[config.mk]
export PLATFORM = sky130hd
export DESIGN_NAME = sle_first
export DESIGN_NICKNAME = d
export VERILOG_FILES = /design/src/hdl/sle_pkg.sv /design/src/hdl/sle_first.sv
export SDC_FILE = /design/constraint.sdc
export NUM_CORES = 1
export LEC_CHECK = 0
export BUFFER_PORTS_ARGS = -buffer_cell sky130_fd_sc_hd__buf_2
export CAP_MARGIN = 20
export CORE_MARGIN = 1
export CORE_UTILIZATION = 48
export DETAILED_ROUTE_END_ITERATION = 10
export GPL_TIMING_DRIVEN = 0
export PLACE_DENSITY = 0.92
export SETUP_SLACK_MARGIN = 0.1
export SKIP_LAST_GASP = 1
export SYNTH_ARGS = -nofsm -noshare
export SYNTH_HDL_FRONTEND = slang
export SYNTH_SLANG_ARGS = --single-unit
[constraint.sdc]
create_clock -name vclk -period 3.58
set_input_delay 0.895 -clock vclk [all_inputs]
set_output_delay 0.895 -clock vclk [all_outputs]
set_load 0.02 [all_outputs]
[src/hdl/sle_pkg.sv]
// Shared types and constants for the sequential list engine.
package sle_pkg;

    localparam int CAPACITY = 64;
    localparam int POS_W    = 7;
    localparam int IDX_W    = 6;
    localparam int DATA_W   = 32;

    typedef enum logic [2:0] {
        REQ_INSERT = 3'd0,
        REQ_DELETE = 3'd1,
        REQ_GET    = 3'd2,
        REQ_LOCATE = 3'd3,
        REQ_PRIOR  = 3'd4,
        REQ_NEXT   = 3'd5,
        REQ_CLEAR  = 3'd6
    } sle_op_t;

    typedef enum logic [1:0] {
        ST_OK      = 2'd0,
        ST_RANGE   = 2'd1,
        ST_FULL    = 2'd2,
        ST_MISSING = 2'd3
    } sle_status_t;

    typedef struct packed {
        logic [2:0]              req_type;
        logic [POS_W-1:0]        position;
        logic signed [DATA_W-1:0] value;
    } sle_req_t;

    typedef struct packed {
        logic [1:0]              status;
        logic signed [DATA_W-1:0] read_value;
        logic [IDX_W-1:0]        found_index;
        logic [POS_W-1:0]        length;
        logic                    is_empty;
    } sle_rsp_t;

    // Broadcast control to every cell of the chain.
    typedef struct packed {
        logic              ins;
        logic              del;
        logic [POS_W-1:0]  pos;
        logic [POS_W-1:0]  rd_pos;
        logic [POS_W-1:0]  count;
        logic [DATA_W-1:0] val;
    } sle_ctl_t;

endpackage

[src/hdl/sle_first.sv]
// Find-first encoder over the cell match flags.
module sle_first (
    input  logic [sle_pkg::CAPACITY-1:0] flags,
    output logic                         hit,
    output logic [sle_pkg::IDX_W-1:0]    index
);
    import sle_pkg::*;

    logic [CAPACITY-1:0] first;
    logic [CAPACITY-1:0] sel [IDX_W];

    // isolate lowest set flag
    assign first = flags & (~flags + CAPACITY'(1));
    assign hit   = |flags;

    always_comb
    begin
        logic [IDX_W-1:0] k_idx;
        for (int b = 0; b < IDX_W; b++)
        begin
            for (int k = 0; k < CAPACITY; k++)
            begin
                k_idx     = IDX_W'(k);
                sel[b][k] = first[k] & k_idx[b];
            end
        end
        for (int b = 0; b < IDX_W; b++)
        begin
            index[b] = |sel[b];
        end
    end

endmodule

* Word-level counts from Yosys, hierarchy flattened
Cells that the tools add are included.
Operators by class: add/sub/neg operators 1, bitwise operators 2, reduce and logical (&&, ||, !) cells 7
Operators with widths (number):
- $reduce_or A32 Y1 | 6
- $add A64 B1 Y64 const B | 1
- $and A64 B64 Y64 | 1
- $not A64 Y64 | 1
- $reduce_or A64 Y1 | 1
Storage, ports and cells: flip-flop bits (word level) 0, input port bits 64

* Logic depth before layout (Yosys ltp)
Gate-level depths: netlist of the first run.
depth in word-level cells 4, gate-level depth with buffers 8, mapped depth without buffers 7

* Worst setup path after synthesis of the first run
OpenSTA, ideal clock, no wires.
path kind input to output, from input port flags[55] (netlist name), to output port index[5] (netlist name), data arrival time 2592 ps, required time 2685 ps, setup slack 93 ps, cell stages on the path 7, path buffers 0, path through or4_4 -> or4_4 -> nor3b_2 -> nand4_1 -> o2111ai_2 -> nor4_2 -> nand4_1
On the way: longest elaborated chain between the ends 4
Ends and longest elaborated chain:
- from (decl) | RTL line sle_first.sv:3 | input logic [sle_pkg::CAPACITY-1:0] flags,
- $not A64 Y64 | RTL line sle_first.sv:13 | assign first = flags & (~flags + CAPACITY'(1));
- $add A64 B1 Y64 | RTL line sle_first.sv:13
- $and A64 B64 Y64 (*) | RTL line sle_first.sv:13
- $reduce_or A32 Y1 (*) | RTL line sle_first.sv:29 | index[b] = |sel[b];
- to (decl) | RTL line sle_first.sv:5 | output logic [sle_pkg::IDX_W-1:0] index
Mark *: on every way between the ends. The rest lies on a longest branch, timed or not.

* Worst setup path in the final report of the first run
from input port flags[1] (netlist name), to output port index[1] (netlist name)
On the way: longest elaborated chain between the ends 4
Ends and longest elaborated chain (RTL line):
- $not A64 Y64 | sle_first.sv:13
- $add A64 B1 Y64 | sle_first.sv:13
- $and A64 B64 Y64 | sle_first.sv:13
- $reduce_or A32 Y1 | sle_first.sv:29
Every way passes these cells.

==> results of run 1 <==
[logic make-up (layout without fill, tap and decap cells)]
logic type | Yosys count | in the layout | synth area share
AO/OA/AOI/OAI | 46 | 46 | 0.245
AND/OR/NAND/NOR | 156 | 156 | 0.724
buffers and inverters | 10 | 98 | 0.0305
[cells in the mapped netlist, drive strengths merged, types with 2 or more instances]
cell type / number / area, um2
a32o: 2 / 20.0
and3: 4 / 26.3
nand2b: 2 / 12.5
nand2: 19 / 73.8
o21bai: 4 / 30.0
a21oi: 7 / 35.0
nor3: 24 / 125
nor4b: 2 / 23.8
nor3b: 5 / 47.5
nor4: 25 / 230
o21ai: 13 / 65.1
a211oi: 7 / 52.6
nand4: 12 / 75.1
a311oi: 2 / 17.5
nand3: 15 / 75.1
nor2: 29 / 109
inv: 8 / 30.0
nand4b: 4 / 35.0
or4: 4 / 37.5
buf: 2 / 10.0
nor2b: 4 / 25.0
[layout make-up]
| type | count | area [um2] | share of cell area |
|---|---|---|---|
| Tap cell | 30 | 37.5 | 0.0175 |
| Multi-Input combinational cell | 202 | 1520 | 0.711 |
| Buffer | 2 | 16.3 | 0.00759 |
| Inverter | 8 | 30.0 | 0.0140 |
| Timing Repair Buffer | 88 | 536 | 0.250 |
[repair_timing]
action                     in CTS  in global routing
gates cloned                    0                  0
gates resized for setup        30                 30
setup endpoints to repair       7                  7
pin swaps                      14                 20
buffers inserted                7                 10
[worst max-delay path by stage]
stage,from,endpoint,slack (ns),cells past startpoint
after detailed placement,flags[33],index[1],-0.46,9
final,flags[1],index[1],-0.27,11
after global placement,flags[33],index[1],-0.47,9
after global routing,flags[1],index[1],-0.39,11
after CTS,flags[58],index[5],-0.22,9
after floorplan,flags[55],index[5],0.1,7
[per-layer routing]
| metal | vias up | GRT usage | share of wire |
|---|---|---|---|
| met3 | 66 | 0.0639 | 0.12 |
| met5 | - | 0 | 0 |
| met1 | 1031 | 0.436 | 0.35 |
| met4 | 0 | 0.137 | 0.074 |
| li1 | 1041 | - | - |
| met2 | 215 | 0.685 | 0.46 |
[power groups by stage]
| stage | clock network (uW) | registers, uW | logic [uW] |
|---|---|---|---|
| after floorplan | 0 | 0 | 38.2 |
| after global placement | 0 | 0 | 106 |
| after detailed placement | 0 | 0 | 110 |
| after CTS | 0 | 0 | 120 |
| after global routing | 0 | 0 | 149 |
| final | 0 | 0 | 140 |
[metrics by stage]
stage / utilization / cells / total power [uW] / setup TNS (ns)
final: 0.849 / 330 / 140 / -1.36
after global routing: 0.849 / 330 / 149 / -2.08
after CTS: 0.758 / 320 / 120 / -1.23
after detailed placement: 0.678 / 313 / 110 / -2.57
after global placement: 0.678 / 313 / 106 / -2.51
after floorplan: - / 212 / 38.2 / 0
==> out/results.ini, run 1 <==
[outcome]
status = finished, violations left
violations = negative setup slack

[drt]
drt_iter0_markers = 177
wl_per_cell_um = 19.6
route.detailed.drc = 0
first_pass_iters = 5
via_count = 2353
vias_per_cell = 7.13
ant_nets = 0
drt-total-wl_mm = 6.47

[floorplanning]
coreArea_um2 = 2520
die_w_um = 54.3
dieArea_um2 = 2940
die_h_um = 54.3
io-pin-count = 71
rows = 18
start_util = 0.520

[setup_path]
critPathSlowestCell = nor4_1
path_cells = buf_2, nor4_4, nand4_1, buf_6, buf_6, nor2_2, nand2_1, nor4_1, a211oi_1, nand4_1, buf_4
path_class = in2out
worstSetupStartpointType = primary input
max_stage_delay_ns = 0.34
cpLargestDelayFamily = simple AND/OR/NAND/NOR gates
crit_fanout = 10
critPathBufInv = 4
cp.arrival_ns = 2.96
cp.required_ns = 2.68
worst_setup_path_end_kind = primary output

[global_routing]
grt_use_total = 0.377
grt_pass1_vias = 1872
grt_max_degree = 11
antenna_found_initial = 0
grt_pass1_wl_mm = 8.12
gr-total-overflow = 0

[sta]
hold_slack_ns = 2.15
setup_viol = 6
rsz0062_at_grt = true
fin_ws_ns = -0.273
hold_viol_final = 0
max_slew_margin = 0.572
period_share = 1.08
finalMaxSlewViolations = 0
max_freq_mhz = 260
period_needed_ns = 3.85
worstMarginPinSlew_ns = 0.636

[cells_and_area]
drive_gt1_frac = 0.443
regArea_um2 = 0
area_delta_synth_final_pct = 63.4
clock_buffers = 0
diodes = 0
final_common_cell = buf_2
seq_cell_count = 0
fill_cells = 154
fin_nets = 366
final_cell_mix = buf_2, nor2_1, buf_4, nor3_1, nand2_1
final_area_um2 = 2140

[place]
io_buffers = 71
place_hpwl_mm = 4.26
placedInstanceArea_um2 = 1710
place_worst_setup_slack_ns = -0.462
place.gp.congestion = 0.966

[pwr]
leakage_uw = 0.000871
intPower_uw = 56.4
p_switching_uw = 83.9
p_sw_frac = 0.598
seq_power_share = 0
power.density_nw_per_um2 = 65.5
combPwrFrac = 1.000
ir_drop_mv = 0.0616
p_clk_frac = 0

[logic_synthesis]
syn_nets = 276
ys_types = 47
syn_inst = 212
synth_area_um2 = 1310
yosysSeqAreaShare = 0
synth-warning-count = 0
avgSynthCellArea_um2 = 6.19

[flow_run]
drv_cap = 0

[worst_hold_path]
min_path_cells = 4
hold_path.class = in2out
min-delay-start = flags[63]
min_to = hit

[cts]
cts_hold_buf = 0

No activity file was read; power rests on OpenSTA's default activity.
==> run 2, diff against run 1 <==
--- a/config.mk
+++ b/config.mk
@@ -7,8 +7,10 @@
 export LEC_CHECK = 0
 export BUFFER_PORTS_ARGS = -buffer_cell sky130_fd_sc_hd__buf_2
 export CAP_MARGIN = 20
+export CELL_PAD_IN_SITES_DETAIL_PLACEMENT = 0
+export CELL_PAD_IN_SITES_GLOBAL_PLACEMENT = 1
 export CORE_MARGIN = 1
-export CORE_UTILIZATION = 48
+export CORE_UTILIZATION = 31
 export DETAILED_ROUTE_END_ITERATION = 10
 export GPL_TIMING_DRIVEN = 0
 export PLACE_DENSITY = 0.92
==> constraint.sdc (replaced) <==
create_clock -name vclk -period 3.9
set_input_delay 0.975 -clock vclk [all_inputs]
set_output_delay 0.975 -clock vclk [all_outputs]
set_load 0.02 [all_outputs]
==> run 2 against run 1 <==
The run still ends with negative setup slack left; core utilization down 31 points; count of clock-buffer cells in the layout unchanged; setup slack better by 0.23 ns; worst hold slack better by 0.17 ns.
==> out/results.ini, run 2 (synthesis gave the netlist of run 1 again) <==
[cells_and_area]
final_cell_count_no_fill = 350
area_delta_synth_final_pct = 65.6
diodes = 0
seq_cell_count = 0
regArea_um2 = 0
final_cell_mix = buf_2, nor2_1, nor3_1, nand2_1
final_area_um2 = 2170
clock_buffers = 0
drive_gt1_frac = 0.430
post-route-util = 0.539
final_common_cell = buf_2
fin_nets = 366
fill_cells = 403

[floorplanning]
coreArea_um2 = 4030
dieArea_um2 = 4490
rows = 23
die_h_um = 67.0
io-pin-count = 71
die_w_um = 67.0
start_util = 0.325

[sta]
max_freq_mhz = 254
period_needed_ns = 3.94
worstMarginPinSlew_ns = 0.574
setup_viol = 3
period_share = 1.01
max_slew_margin = 0.614
finalMaxSlewViolations = 0
rsz0062_at_grt = true
fin_ws_ns = -0.0442
hold_viol_final = 0

[global_routing]
grt_pass1_wl_mm = 8.31
grt_use_total = 0.234
grt_max_degree = 11
antenna_found_initial = 0
grt_pass1_vias = 1873
gr-total-overflow = 0

[drt]
ant_nets = 0
wl_per_cell_um = 15.3
route.detailed.drc = 0
wl_met3_um = 394
drt_iter0_markers = 101
route.met2.wl_mm = 2.49
top_layer_used = met4
wl_met1_mm = 2.38
via_count = 2131
first_pass_iters = 4
vias_per_cell = 6.09
drt-total-wl_mm = 5.35

[setup_path]
worstSetupStartpointType = primary input
path_cells = buf_8, or4_4, or4_4, nor3b_4, nand4_1, o2111ai_2, nor4_2, nand4_1, buf_6
cp.required_ns = 2.92
worst_setup_path_end_kind = primary output
critPathSlowestCell = or4_4
cp.arrival_ns = 2.97
max_stage_delay_ns = 0.52
crit_fanout = 3
path_class = in2out

[outcome]
status = finished, violations left
violations = negative setup slack

[place]
place.gp.congestion = 0.905
place_hpwl_mm = 4.25
dp_cells = 333
placedInstanceArea_um2 = 1730
io_buffers = 71

[pwr]
power.density_nw_per_um2 = 57.6
ir_drop_mv = 0.0268
leakage_uw = 0.000880

[worst_hold_path]
min_path_cells = 4
min_to = hit
hold_path.class = in2out
min-delay-start = flags[63]

[cts]
cts_hold_buf = 0

[flow_run]
drv_cap = 0

[run 2: cell count changes in the layout (fill, tap and decap cells not counted), moves of 2 or more]
| cell | change |
|---|---|
| buf_2 | -3 |
| buf_4 | -4 |
| buf_6 | +4 |
| buf_8 | +3 |
| nand2_1 | +2 |
| nand2_2 | -3 |
| nand3_1 | +2 |
| nand3_2 | -2 |
| nor4_1 | -3 |
| nor4_2 | +5 |
| nor4_4 | -2 |
[run 2: through the flow]
stage	setup TNS [ns]	setup WS, ns	total power (uW)	hold WS, ns
after detailed placement	-1.26	-0.275	101	2.30
after floorplan	0	0.253	35.0	2.15
after global placement	-1.36	-0.280	99.6	2.30
after CTS	0	0.0116	115	2.30
after global routing	-0.449	-0.117	136	2.35
final	-0.0485	-0.0442	125	2.31
[run 2: what timing repair did]
| action | 4_1_cts | 5_1_grt |
|---|---|---|
| resized for setup | 31 | 37 |
| setup buffers | 12 | 5 |
| pin swaps | 12 | 14 |
| endpoints found under the setup margin | 7 | 6 |
| gates cloned | 0 | 0 |
[run 2: per-layer routing]
layer | GRT usage | vias to the layer above
met2 | 0.391 | 104
met4 | 0.0505 | 0
met3 | 0.0188 | 10
met1 | 0.320 | 972
met5 | 0 | -
li1 | - | 1045
[run 2: worst max-delay path by stage]
stage	start	to	slack, ns	depth (start not counted)
4_1_cts	flags[55]	index[5]	0.01	9
3_5_place_dp	flags[33]	index[1]	-0.27	9
6_report	flags[55]	index[5]	-0.04	9
5_1_grt	flags[1]	index[1]	-0.12	11
3_3_place_gp	flags[33]	index[1]	-0.28	9
2_1_floorplan	flags[55]	index[5]	0.25	7
[run 2: power breakdown]
group	leakage, uW	switching, uW	internal [uW]	total [uW]
combinational	0.000880	69.8	55.3	125
sequential	0	0	0	0
clock	0	0	0	0
[run 2: cell type report]
| cell class | instances | area [um2] | area share |
|---|---|---|---|
| repair buffers | 88 | 581 | 0.267 |
| multi-input cells | 202 | 1480 | 0.682 |
| well taps | 50 | 62.6 | 0.0288 |
| plain buffers | 2 | 16.3 | 0.00749 |
| inverters | 8 | 30.0 | 0.0138 |
[run 2: worst max-delay path, delay by kind of cell]
family	cells	cell delay (ns)
AO/OA/AOI/OAI	1	0.13
AND/OR/NAND/NOR	6	1.61
buffers and inverters	2	0.23
