### src/hdl/sle_pkg.sv
// Shared types and constants for the sequential list engine.
package sle_pkg;

    localparam int CAPACITY = 64;
    localparam int POS_W    = 7;
    localparam int IDX_W    = 6;
    localparam int DATA_W   = 32;

    typedef enum logic [2:0] {
        REQ_INSERT = 3'd0,
        REQ_DELETE = 3'd1,
        REQ_GET    = 3'd2,
        REQ_LOCATE = 3'd3,
        REQ_PRIOR  = 3'd4,
        REQ_NEXT   = 3'd5,
        REQ_CLEAR  = 3'd6
    } sle_op_t;

    typedef enum logic [1:0] {
        ST_OK      = 2'd0,
        ST_RANGE   = 2'd1,
        ST_FULL    = 2'd2,
        ST_MISSING = 2'd3
    } sle_status_t;

    typedef struct packed {
        logic [2:0]              req_type;
        logic [POS_W-1:0]        position;
        logic signed [DATA_W-1:0] value;
    } sle_req_t;

    typedef struct packed {
        logic [1:0]              status;
        logic signed [DATA_W-1:0] read_value;
        logic [IDX_W-1:0]        found_index;
        logic [POS_W-1:0]        length;
        logic                    is_empty;
    } sle_rsp_t;

    // Broadcast control to every cell of the chain.
    typedef struct packed {
        logic              ins;
        logic              del;
        logic [POS_W-1:0]  pos;
        logic [POS_W-1:0]  rd_pos;
        logic [POS_W-1:0]  count;
        logic [DATA_W-1:0] val;
    } sle_ctl_t;

endpackage

### src/hdl/sle_cell.sv
// One list entry cell: holds a word, shifts with its neighbors, compares and reads out.
module sle_cell #(
    parameter int INDEX = 0
) (
    input  logic                      clk,
    input  sle_pkg::sle_ctl_t         ctl,
    input  logic [sle_pkg::DATA_W-1:0] left_data,
    input  logic [sle_pkg::DATA_W-1:0] right_data,
    output logic [sle_pkg::DATA_W-1:0] data,
    output logic                      match,
    output logic [sle_pkg::DATA_W-1:0] rd_part
);
    import sle_pkg::*;

    localparam logic [POS_W-1:0] MY_IDX = POS_W'(INDEX);

    logic [DATA_W-1:0] data_reg;
    logic [DATA_W-1:0] data_next;

    always_comb
    begin
        data_next = data_reg;
        if (ctl.ins)
        begin
            if (MY_IDX > ctl.pos)
            begin
                data_next = left_data;
            end
            else if (MY_IDX == ctl.pos)
            begin
                data_next = ctl.val;
            end
        end
        else if (ctl.del && (MY_IDX >= ctl.pos))
        begin
            data_next = right_data;
        end
    end

    always_ff @(posedge clk)
    begin
        data_reg <= data_next;
    end

    assign data    = data_reg;
    assign match   = (MY_IDX < ctl.count) && (data_reg == ctl.val);
    assign rd_part = (MY_IDX == ctl.rd_pos) ? data_reg : '0;

endmodule

### config.mk
export PLATFORM = sky130hd
export DESIGN_NAME = sle_cell
export DESIGN_NICKNAME = d
export VERILOG_FILES = /design/src/hdl/sle_pkg.sv /design/src/hdl/sle_cell.sv
export SDC_FILE = /design/constraint.sdc
export NUM_CORES = 1
export LEC_CHECK = 0
export BUFFER_PORTS_ARGS = -buffer_cell sky130_fd_sc_hd__buf_2
export CORE_MARGIN = 2
export CORE_UTILIZATION = 37
export CTS_BUF_LIST = sky130_fd_sc_hd__clkbuf_4 sky130_fd_sc_hd__clkbuf_8 sky130_fd_sc_hd__clkbuf_16
export CTS_CLUSTER_DIAMETER = 50
export DETAILED_ROUTE_END_ITERATION = 8
export PLACE_DENSITY = 0.81
export SLEW_MARGIN = 20
export SYNTH_ARGS = -nofsm -noshare
export SYNTH_HDL_FRONTEND = slang
export SYNTH_SLANG_ARGS = --single-unit
### constraint.sdc
create_clock -name clk -period 4.9 [get_ports clk]
set_input_delay 0.245 -clock clk [delete_from_list [all_inputs] [get_ports clk]]
set_output_delay 0.245 -clock clk [all_outputs]
set_load 0.1 [all_outputs]
=== After elaboration in Yosys (flattened, before gate mapping) ===
Index checks and enable logic that the tools add are counted.

* Magnitude comparators: 3
* Eq/ne operators: 2
* Multiplexer cells: 5
* Reduce and logical (&&, ||, !) cells: 6

{| class="wikitable"
|+ Operators with widths
! operator !! count
|-
| $mux W32 || 5
|-
| $eq A32 B32 Y1 || 1
|-
| $logic_not A7 Y1 || 2
|-
| $ge A1 B7 Y1 const A || 1
|-
| $gt A1 B7 Y1 const A || 1
|-
| $lt A1 B7 Y1 const A || 1
|-
| $ne A3 B1 Y1 const B || 1
|-
| $logic_and A1 B1 Y1 || 2
|-
| $reduce_and A2 Y1 || 1
|-
| $reduce_bool A2 Y1 || 1
|}

* Register bits: 32
* Input port bits: 120
* Output and inout port bits: 65
* Word-level logic and storage cells: 17

=== Depth between registers and ports, before layout ===
Gate-level depths: netlist of run 1.

* Word-level depth: 4
* Mapped depth: 4
* Depth with buffers taken out: 4

=== Worst setup path after synthesis of run 1 ===
Ideal clock, no wire load.

* Path kind: flip-flop to output port
* From: register data_reg[3], in the netlist data[3]
* To: output port match
* Arrival time: 6.181 ns
* Data required time: 4.655 ns
* Path slack: -1.526 ns
* Stages on the path, launching flop included: 5
* Path buffers: 0
* Cells stage by stage: edfxtp_1 > xor2_1 > nor4_1 > nand3_1 > a2111oi_0

* Word-level cells in the longest chain between the ends: 2

{| class="wikitable"
|+ RTL lines
! element !! RTL line !! text
|-
| start, declared || sle_cell.sv:17 || <nowiki>logic [DATA_W-1:0] data_reg;</nowiki>
|-
| start signal, assigned || sle_cell.sv:42 || <nowiki>data_reg <= data_next;</nowiki>
|-
| $eq A32 B32 Y1 || sle_cell.sv:46 || <nowiki>assign match = (MY_IDX < ctl.count) && (data_reg == ctl.val);</nowiki>
|-
| $logic_and A1 B1 Y1 || sle_cell.sv:46 ||
|-
| end, declared || sle_cell.sv:10 || <nowiki>output logic match,</nowiki>
|}

Every way passes these cells.

=== Worst setup path after layout of run 1 ===
* From: register data_reg[10], in the netlist data[10]
* To: output port match

The elaborated chain is that of the path after synthesis.

==> metrics.cfg, run 1 <==
[routing]
vias = 1762
viasPerCell = 4.66
ant_nets = 0
wl_per_cell_um = 13.7
drt_iter0_drc = 29
post-route-drc-count = 0
firstDrtPassIters = 4
totalWireLength_um = 5170

[cts]
cts_resized = 0
cts_inserted_buffers = 5
cts.reportedPaths.clkPinSlew_ns = 0.06
postCtsHoldBufs = 0
clockRootBuffer = sky130_fd_sc_hd__clkbuf_8
cts_setup_buffers = 0
clock_sink_count = 32
clk_path_buf_depth = 2
tritoncts_clock_tree = built
htree_levels = 2

[grt]
antenna_found_initial = 0
largest_net_degree_at_the_start_of_global_routing = 34
grt_remaining_overflow = 0
grt_first_pass_wirelength_um = 8040
grtUsageTotal_pct = 16.9
grt_pass1_vias = 1768

[critical_path]
timing.setup.critical_path_class = register to primary output
setup.worst_path.start_class = register
worst-path-max-fanout = 3
worstSetupEndpointType = primary output
crit_arrival_ns = 2.25
critPathRequiredTime_ns = 4.66

[timing]
worst-slew-pin-transition_ns = 0.775
final-max-slew-violation-count = 0
fin_ws_ns = 2.41
grt_setup_unrepaired = false
max_freq_mhz = 401
hold-worst-slack_ns = 0.268
finalHoldViolations = 0
timing.final.crit_period_ns = 2.49
setup_viol = 0
setup_total_negative_slack_ns = 0
slew_headroom_pct = 48.3
final_min_period_over_clock_period_pct = 50.9

[floorplanning]
floorplan.initialDensity_pct = 38.7
die_w_um = 77.4
io_pins = 185
die_height_um = 77.4
num_rows = 26
core_area_um2 = 5140
dieArea_um2 = 5980

[finish]
fillCellCount = 464
largest_reg_flops = 32
postLayoutCoreUtil_pct = 56.9
layout.cells.most_common_list = sky130_fd_sc_hd__buf_2, sky130_fd_sc_hd__mux2_2, sky130_fd_sc_hd__edfxtp_1, sky130_fd_sc_hd__xor2_1, sky130_fd_sc_hd__and2_2
fin_nets = 427
final_common_cell = sky130_fd_sc_hd__buf_2
final_layout_size_suffix_gt1_share_pct = 70.8
diodes = 0
flow.area_growth_from_synthesis_pct = 46.8
fin_cells = 378

[placed_design]
pre_cts_ws_ns = 2.66
gp_congestion = 0.743
dpl.cell_count = 370
place.port_buffers = 152
post-dp-hpwl_um = 4050

[synth]
syn_nets = 273
yosysWarnings = 0
synth-seq-cells = 32
synth_top_cells_by_area = sky130_fd_sc_hd__edfxtp_1, sky130_fd_sc_hd__mux2_2, sky130_fd_sc_hd__xor2_1
portion_of_the_post_synthesis_area_used_by_sequential_elements_pct = 48.3
synthesis.instances = 153
synth_top_area_cell = sky130_fd_sc_hd__edfxtp_1
syn-mean-instance-area_um2 = 13.0
netlist.area_leader.share_pct = 48.3
netlist-cell-type-count = 17
synth_area_um2 = 1990

[job]
max-cap-violations = 0

[power]
leakage_uw = 0.00138
max-vdd-ir-drop_mv = 0.126
cellPowerDensity_nw_per_um2 = 208

[worst_hold_path]
class_of_the_most_critical_hold_timing_path = primary input to register
hp-start = right_data[11]
holdPathEnd = data[11]$_DFFE_PP_
holdPathStages = 2

[run_status]
status = finished, final reports clean

## logic make-up (layout without fill, tap and decap cells)
group                     Yosys count  in the layout  share of synthesized area (%)
DFF                                32             32                           48.3
muxes                              32             32                           18.1
xor gates and xnor gates           32             32                           14.1
and+or+nand+nor                    48             48                           17.3
buffers and inverters               7            162                           1.57
AOI/OAI and AO/OA                   2              2                          0.691
## per-layer routing
| metal | part of all wire, % | GRT usage, % | vias up |
|---|---|---|---|
| li1 | - | - | 859 |
| met1 | 36 | 16.9 | 812 |
| met2 | 54 | 33.0 | 85 |
| met3 | 8.6 | 5.47 | 6 |
| met4 | 0.93 | 4.82 | 0 |
| met5 | 0 | 0 | - |
## critical path, cell delays in order (launching register included)
cell and delay (ns):
sky130_fd_sc_hd__edfxtp_1 0.42, sky130_fd_sc_hd__xor2_1 0.17, sky130_fd_sc_hd__nor4_1 0.40, sky130_fd_sc_hd__nand3_1 0.15
sky130_fd_sc_hd__a2111oi_2 0.35, sky130_fd_sc_hd__buf_2 0.49
## power breakdown
part | switching [uW] | internal, uW
Sequential | 1.13 | 305
Clock | 91.0 | 110
Combinational | 48.7 | 52.8
## worst max path at each step
stage / startpoint / to / slack [ns] / cells past startpoint
2_1_floorplan: ctl[54] / data[0]$_DFFE_PP_ / 0.40 / 4
4_1_cts: data[10]$_DFFE_PP_ / match / 2.35 / 5
5_1_grt: data[28]$_DFFE_PP_ / match / 2.19 / 5
3_5_place_dp: data[4]$_DFFE_PP_ / match / 2.66 / 5
3_3_place_gp: data[28]$_DFFE_PP_ / match / 2.62 / 5
6_report: data[10]$_DFFE_PP_ / match / 2.41 / 5
## cell usage after synthesis (all sizes together)
| library cell | number |
|---|---|
| nand3 | 1 |
| buf | 1 |
| nor3 | 1 |
| xnor2 | 4 |
| clkbuf | 6 |
| a2111oi | 1 |
| edfxtp | 32 |
| mux2 | 32 |
| o21ai | 1 |
| xor2 | 28 |
| nand4 | 2 |
| and2 | 32 |
| nor4 | 11 |
| or4 | 1 |
## per-stage QoR
stage | area, um2 | total power, uW
after floorplan | 2000 | 367
after global placement | 2840 | 411
after detailed placement | 2840 | 414
after CTS | 2920 | 618
after global routing | 2920 | 637
final | 2920 | 608
## cell type report
type | count | area [um2] | share of cell area (%)
Multi-Input combinational cell | 114 | 1010 | 34.6
Sequential cell | 32 | 961 | 32.9
Timing Repair Buffer | 154 | 776 | 26.5
Tap cell | 70 | 87.6 | 3.00
Clock buffer | 7 | 83.8 | 2.87
Clock inverter | 1 | 3.75 | 0.128
Note: power is estimated with default switching activity, not from simulation.
==> run 2, diff against run 1 <==
--- a/config.mk
+++ b/config.mk
@@ -7,11 +7,11 @@
 export LEC_CHECK = 0
 export BUFFER_PORTS_ARGS = -buffer_cell sky130_fd_sc_hd__buf_2
 export CORE_MARGIN = 2
-export CORE_UTILIZATION = 37
+export CORE_UTILIZATION = 34
 export CTS_BUF_LIST = sky130_fd_sc_hd__clkbuf_4 sky130_fd_sc_hd__clkbuf_8 sky130_fd_sc_hd__clkbuf_16
 export CTS_CLUSTER_DIAMETER = 50
 export DETAILED_ROUTE_END_ITERATION = 8
-export PLACE_DENSITY = 0.81
+export PLACE_DENSITY = 0.78
 export SLEW_MARGIN = 20
 export SYNTH_ARGS = -nofsm -noshare
 export SYNTH_HDL_FRONTEND = slang
==> constraint.sdc (replaced) <==
create_clock -name clk -period 2.2 [get_ports clk]
set_input_delay 0.11 -clock clk [delete_from_list [all_inputs] [get_ports clk]]
set_output_delay 0.11 -clock clk [all_outputs]
set_load 0.1 [all_outputs]
==> metrics.cfg, run 2 (synthesized netlist as in run 1, its figures left out) <==
[floorplanning]
floorplan.initialDensity_pct = 35.7  ; -3.0 points
num_rows = 27  ; +3.8%
die_height_um = 80.5  ; +4.1%
die_w_um = 80.5  ; +4.1%
core_area_um2 = 5570  ; +8.4%
dieArea_um2 = 6480  ; +8.4%
io_pins = 185  ; unchanged

[finish]
final_layout_size_suffix_gt1_share_pct = 72.3  ; +1.6 points
diodes = 0  ; unchanged
layout.cells.most_common_list = sky130_fd_sc_hd__buf_2, sky130_fd_sc_hd__buf_12, sky130_fd_sc_hd__mux2_2, sky130_fd_sc_hd__edfxtp_1, sky130_fd_sc_hd__xor2_1
final_common_cell = sky130_fd_sc_hd__buf_2
fin_cells = 383  ; +1.3%
area_of_the_multi_input_gates_um2 = 1060  ; +4.5%
fin_nets = 430  ; +0.70%
fillCellCount = 432  ; -6.9%
largest_reg_flops = 32  ; unchanged
flow.area_growth_from_synthesis_pct = 75.2
layout.area.seq_um2 = 961  ; unchanged

[critical_path]
timing.setup.critical_path_class = register to primary output
worstSetupEndpointType = primary output
critPathRequiredTime_ns = 2.09  ; -2.57 ns
setup.worst_path.start_class = register
startpoint = data[30]$_DFFE_PP_
worst-path-max-fanout = 3  ; unchanged
crit_arrival_ns = 1.96  ; -0.29 ns

[routing]
drt_iter0_drc = 43  ; +48%
totalWireLength_um = 5810  ; +12%
viasPerCell = 4.74  ; +1.7%
vias = 1816  ; +3.1%
wl_per_cell_um = 15.2  ; +11%
firstDrtPassIters = 4  ; unchanged
ant_nets = 0  ; unchanged
post-route-drc-count = 0  ; unchanged

[timing]
finalHoldViolations = 0  ; unchanged
final_min_period_over_clock_period_pct = 94.3
timing.final.crit_period_ns = 2.07
setup_viol = 0  ; unchanged
setup_total_negative_slack_ns = 0  ; unchanged
max_freq_mhz = 482
final-max-slew-violation-count = 0  ; unchanged
grt_setup_unrepaired = false
worst-slew-pin-transition_ns = 0.498  ; -0.277 ns
slew_headroom_pct = 67.0  ; +19 points

[placed_design]
place.port_buffers = 152  ; unchanged
post-dp-hpwl_um = 4830  ; +19%
gp_congestion = 0.781  ; +5.1%
dpl.cell_count = 375  ; +1.4%

[worst_hold_path]
class_of_the_most_critical_hold_timing_path = primary input to register
hp-start = right_data[6]

[grt]
grt.busiest_layer = met2
grt_first_pass_wirelength_um = 8670  ; +7.9%
grt_pass1_vias = 1868  ; +5.7%
largest_net_degree_at_the_start_of_global_routing = 33  ; -2.9%
grt.met2_usage_pct = 34.6  ; +1.5 points
grtUsageTotal_pct = 18.0  ; +1.0 points
grtUsageMet1_pct = 18.5  ; +1.6 points
global_route.usage.met3_pct = 5.62  ; +0.15 points
grt_remaining_overflow = 0  ; unchanged
antenna_found_initial = 0  ; unchanged

[cts]
clk_path_buf_depth = 2  ; unchanged
cts.reportedPaths.clkPinSlew_ns = 0.07  ; about the same
tritoncts_clock_tree = built
htree_levels = 2  ; unchanged
clockRootBuffer = sky130_fd_sc_hd__clkbuf_8
cts_inserted_buffers = 5  ; unchanged
clock_sink_count = 32  ; unchanged
postCtsHoldBufs = 0  ; unchanged

[job]
max-cap-violations = 0  ; unchanged

[power]
max-vdd-ir-drop_mv = 0.320  ; +150%
leakage_uw = 0.00148  ; +7.4%
cellPowerDensity_nw_per_um2 = 394  ; +89%

[run_status]
status = finished, final reports clean

-- run 2: what timing repair did --
action / CTS / global route
setup endpoints to repair: 1 / 1
buffers inserted: 0 / 0
resized for setup: 2 / 2
cloned: 0 / 0
pin swaps: 0 / 4
-- run 2: worst max-delay path, cell delays in order (launching register included) --
cell	delay [ns]
sky130_fd_sc_hd__edfxtp_1	0.42
sky130_fd_sc_hd__xor2_1	0.17
sky130_fd_sc_hd__nor4_2	0.36
sky130_fd_sc_hd__nand3_2	0.15
sky130_fd_sc_hd__a2111oi_4	0.36
sky130_fd_sc_hd__buf_12	0.22
-- run 2: final cells by class --
cell class,instances,share of cell area [%]
Sequential cell,32,27.5
Clock buffer,7,2.40
Clock inverter,1,0.108
Timing Repair Buffer,157,37.1
Tap cell,72,2.58
Multi-Input combinational cell,114,30.3
-- run 2: worst paths after layout --
check | end | cells after the start
setup / recovery | match | 5
hold / removal | data[6]$_DFFE_PP_ | 2
-- run 2: report_power, final --
part | total, uW | internal, uW | switching (uW)
registers | 682 | 679 | 2.60
clock network | 449 | 245 | 204
logic | 244 | 126 | 117
-- run 2: through the flow --
step | worst slack, ns | util (%) | hold WS (ns) | power (uW) | area [um2]
after global routing | 0.00300 | 62.6 | 0.118 | 1440 | 3490
after floorplan | -0.609 | - | 0.330 | 821 | 2040
after detailed placement | 0.226 | 60.6 | 0.415 | 938 | 3380
final | 0.125 | 62.6 | 0.126 | 1370 | 3490
after CTS | 0.0197 | 62.4 | 0.116 | 1400 | 3480
after global placement | 0.276 | 60.6 | 0.411 | 930 | 3380
-- run 2: layer usage --
layer	part of all wire (%)	vias up
met2	56	86
li1	-	865
met1	35	863
met3	8.4	2
met4	0.40	0
met5	0	-
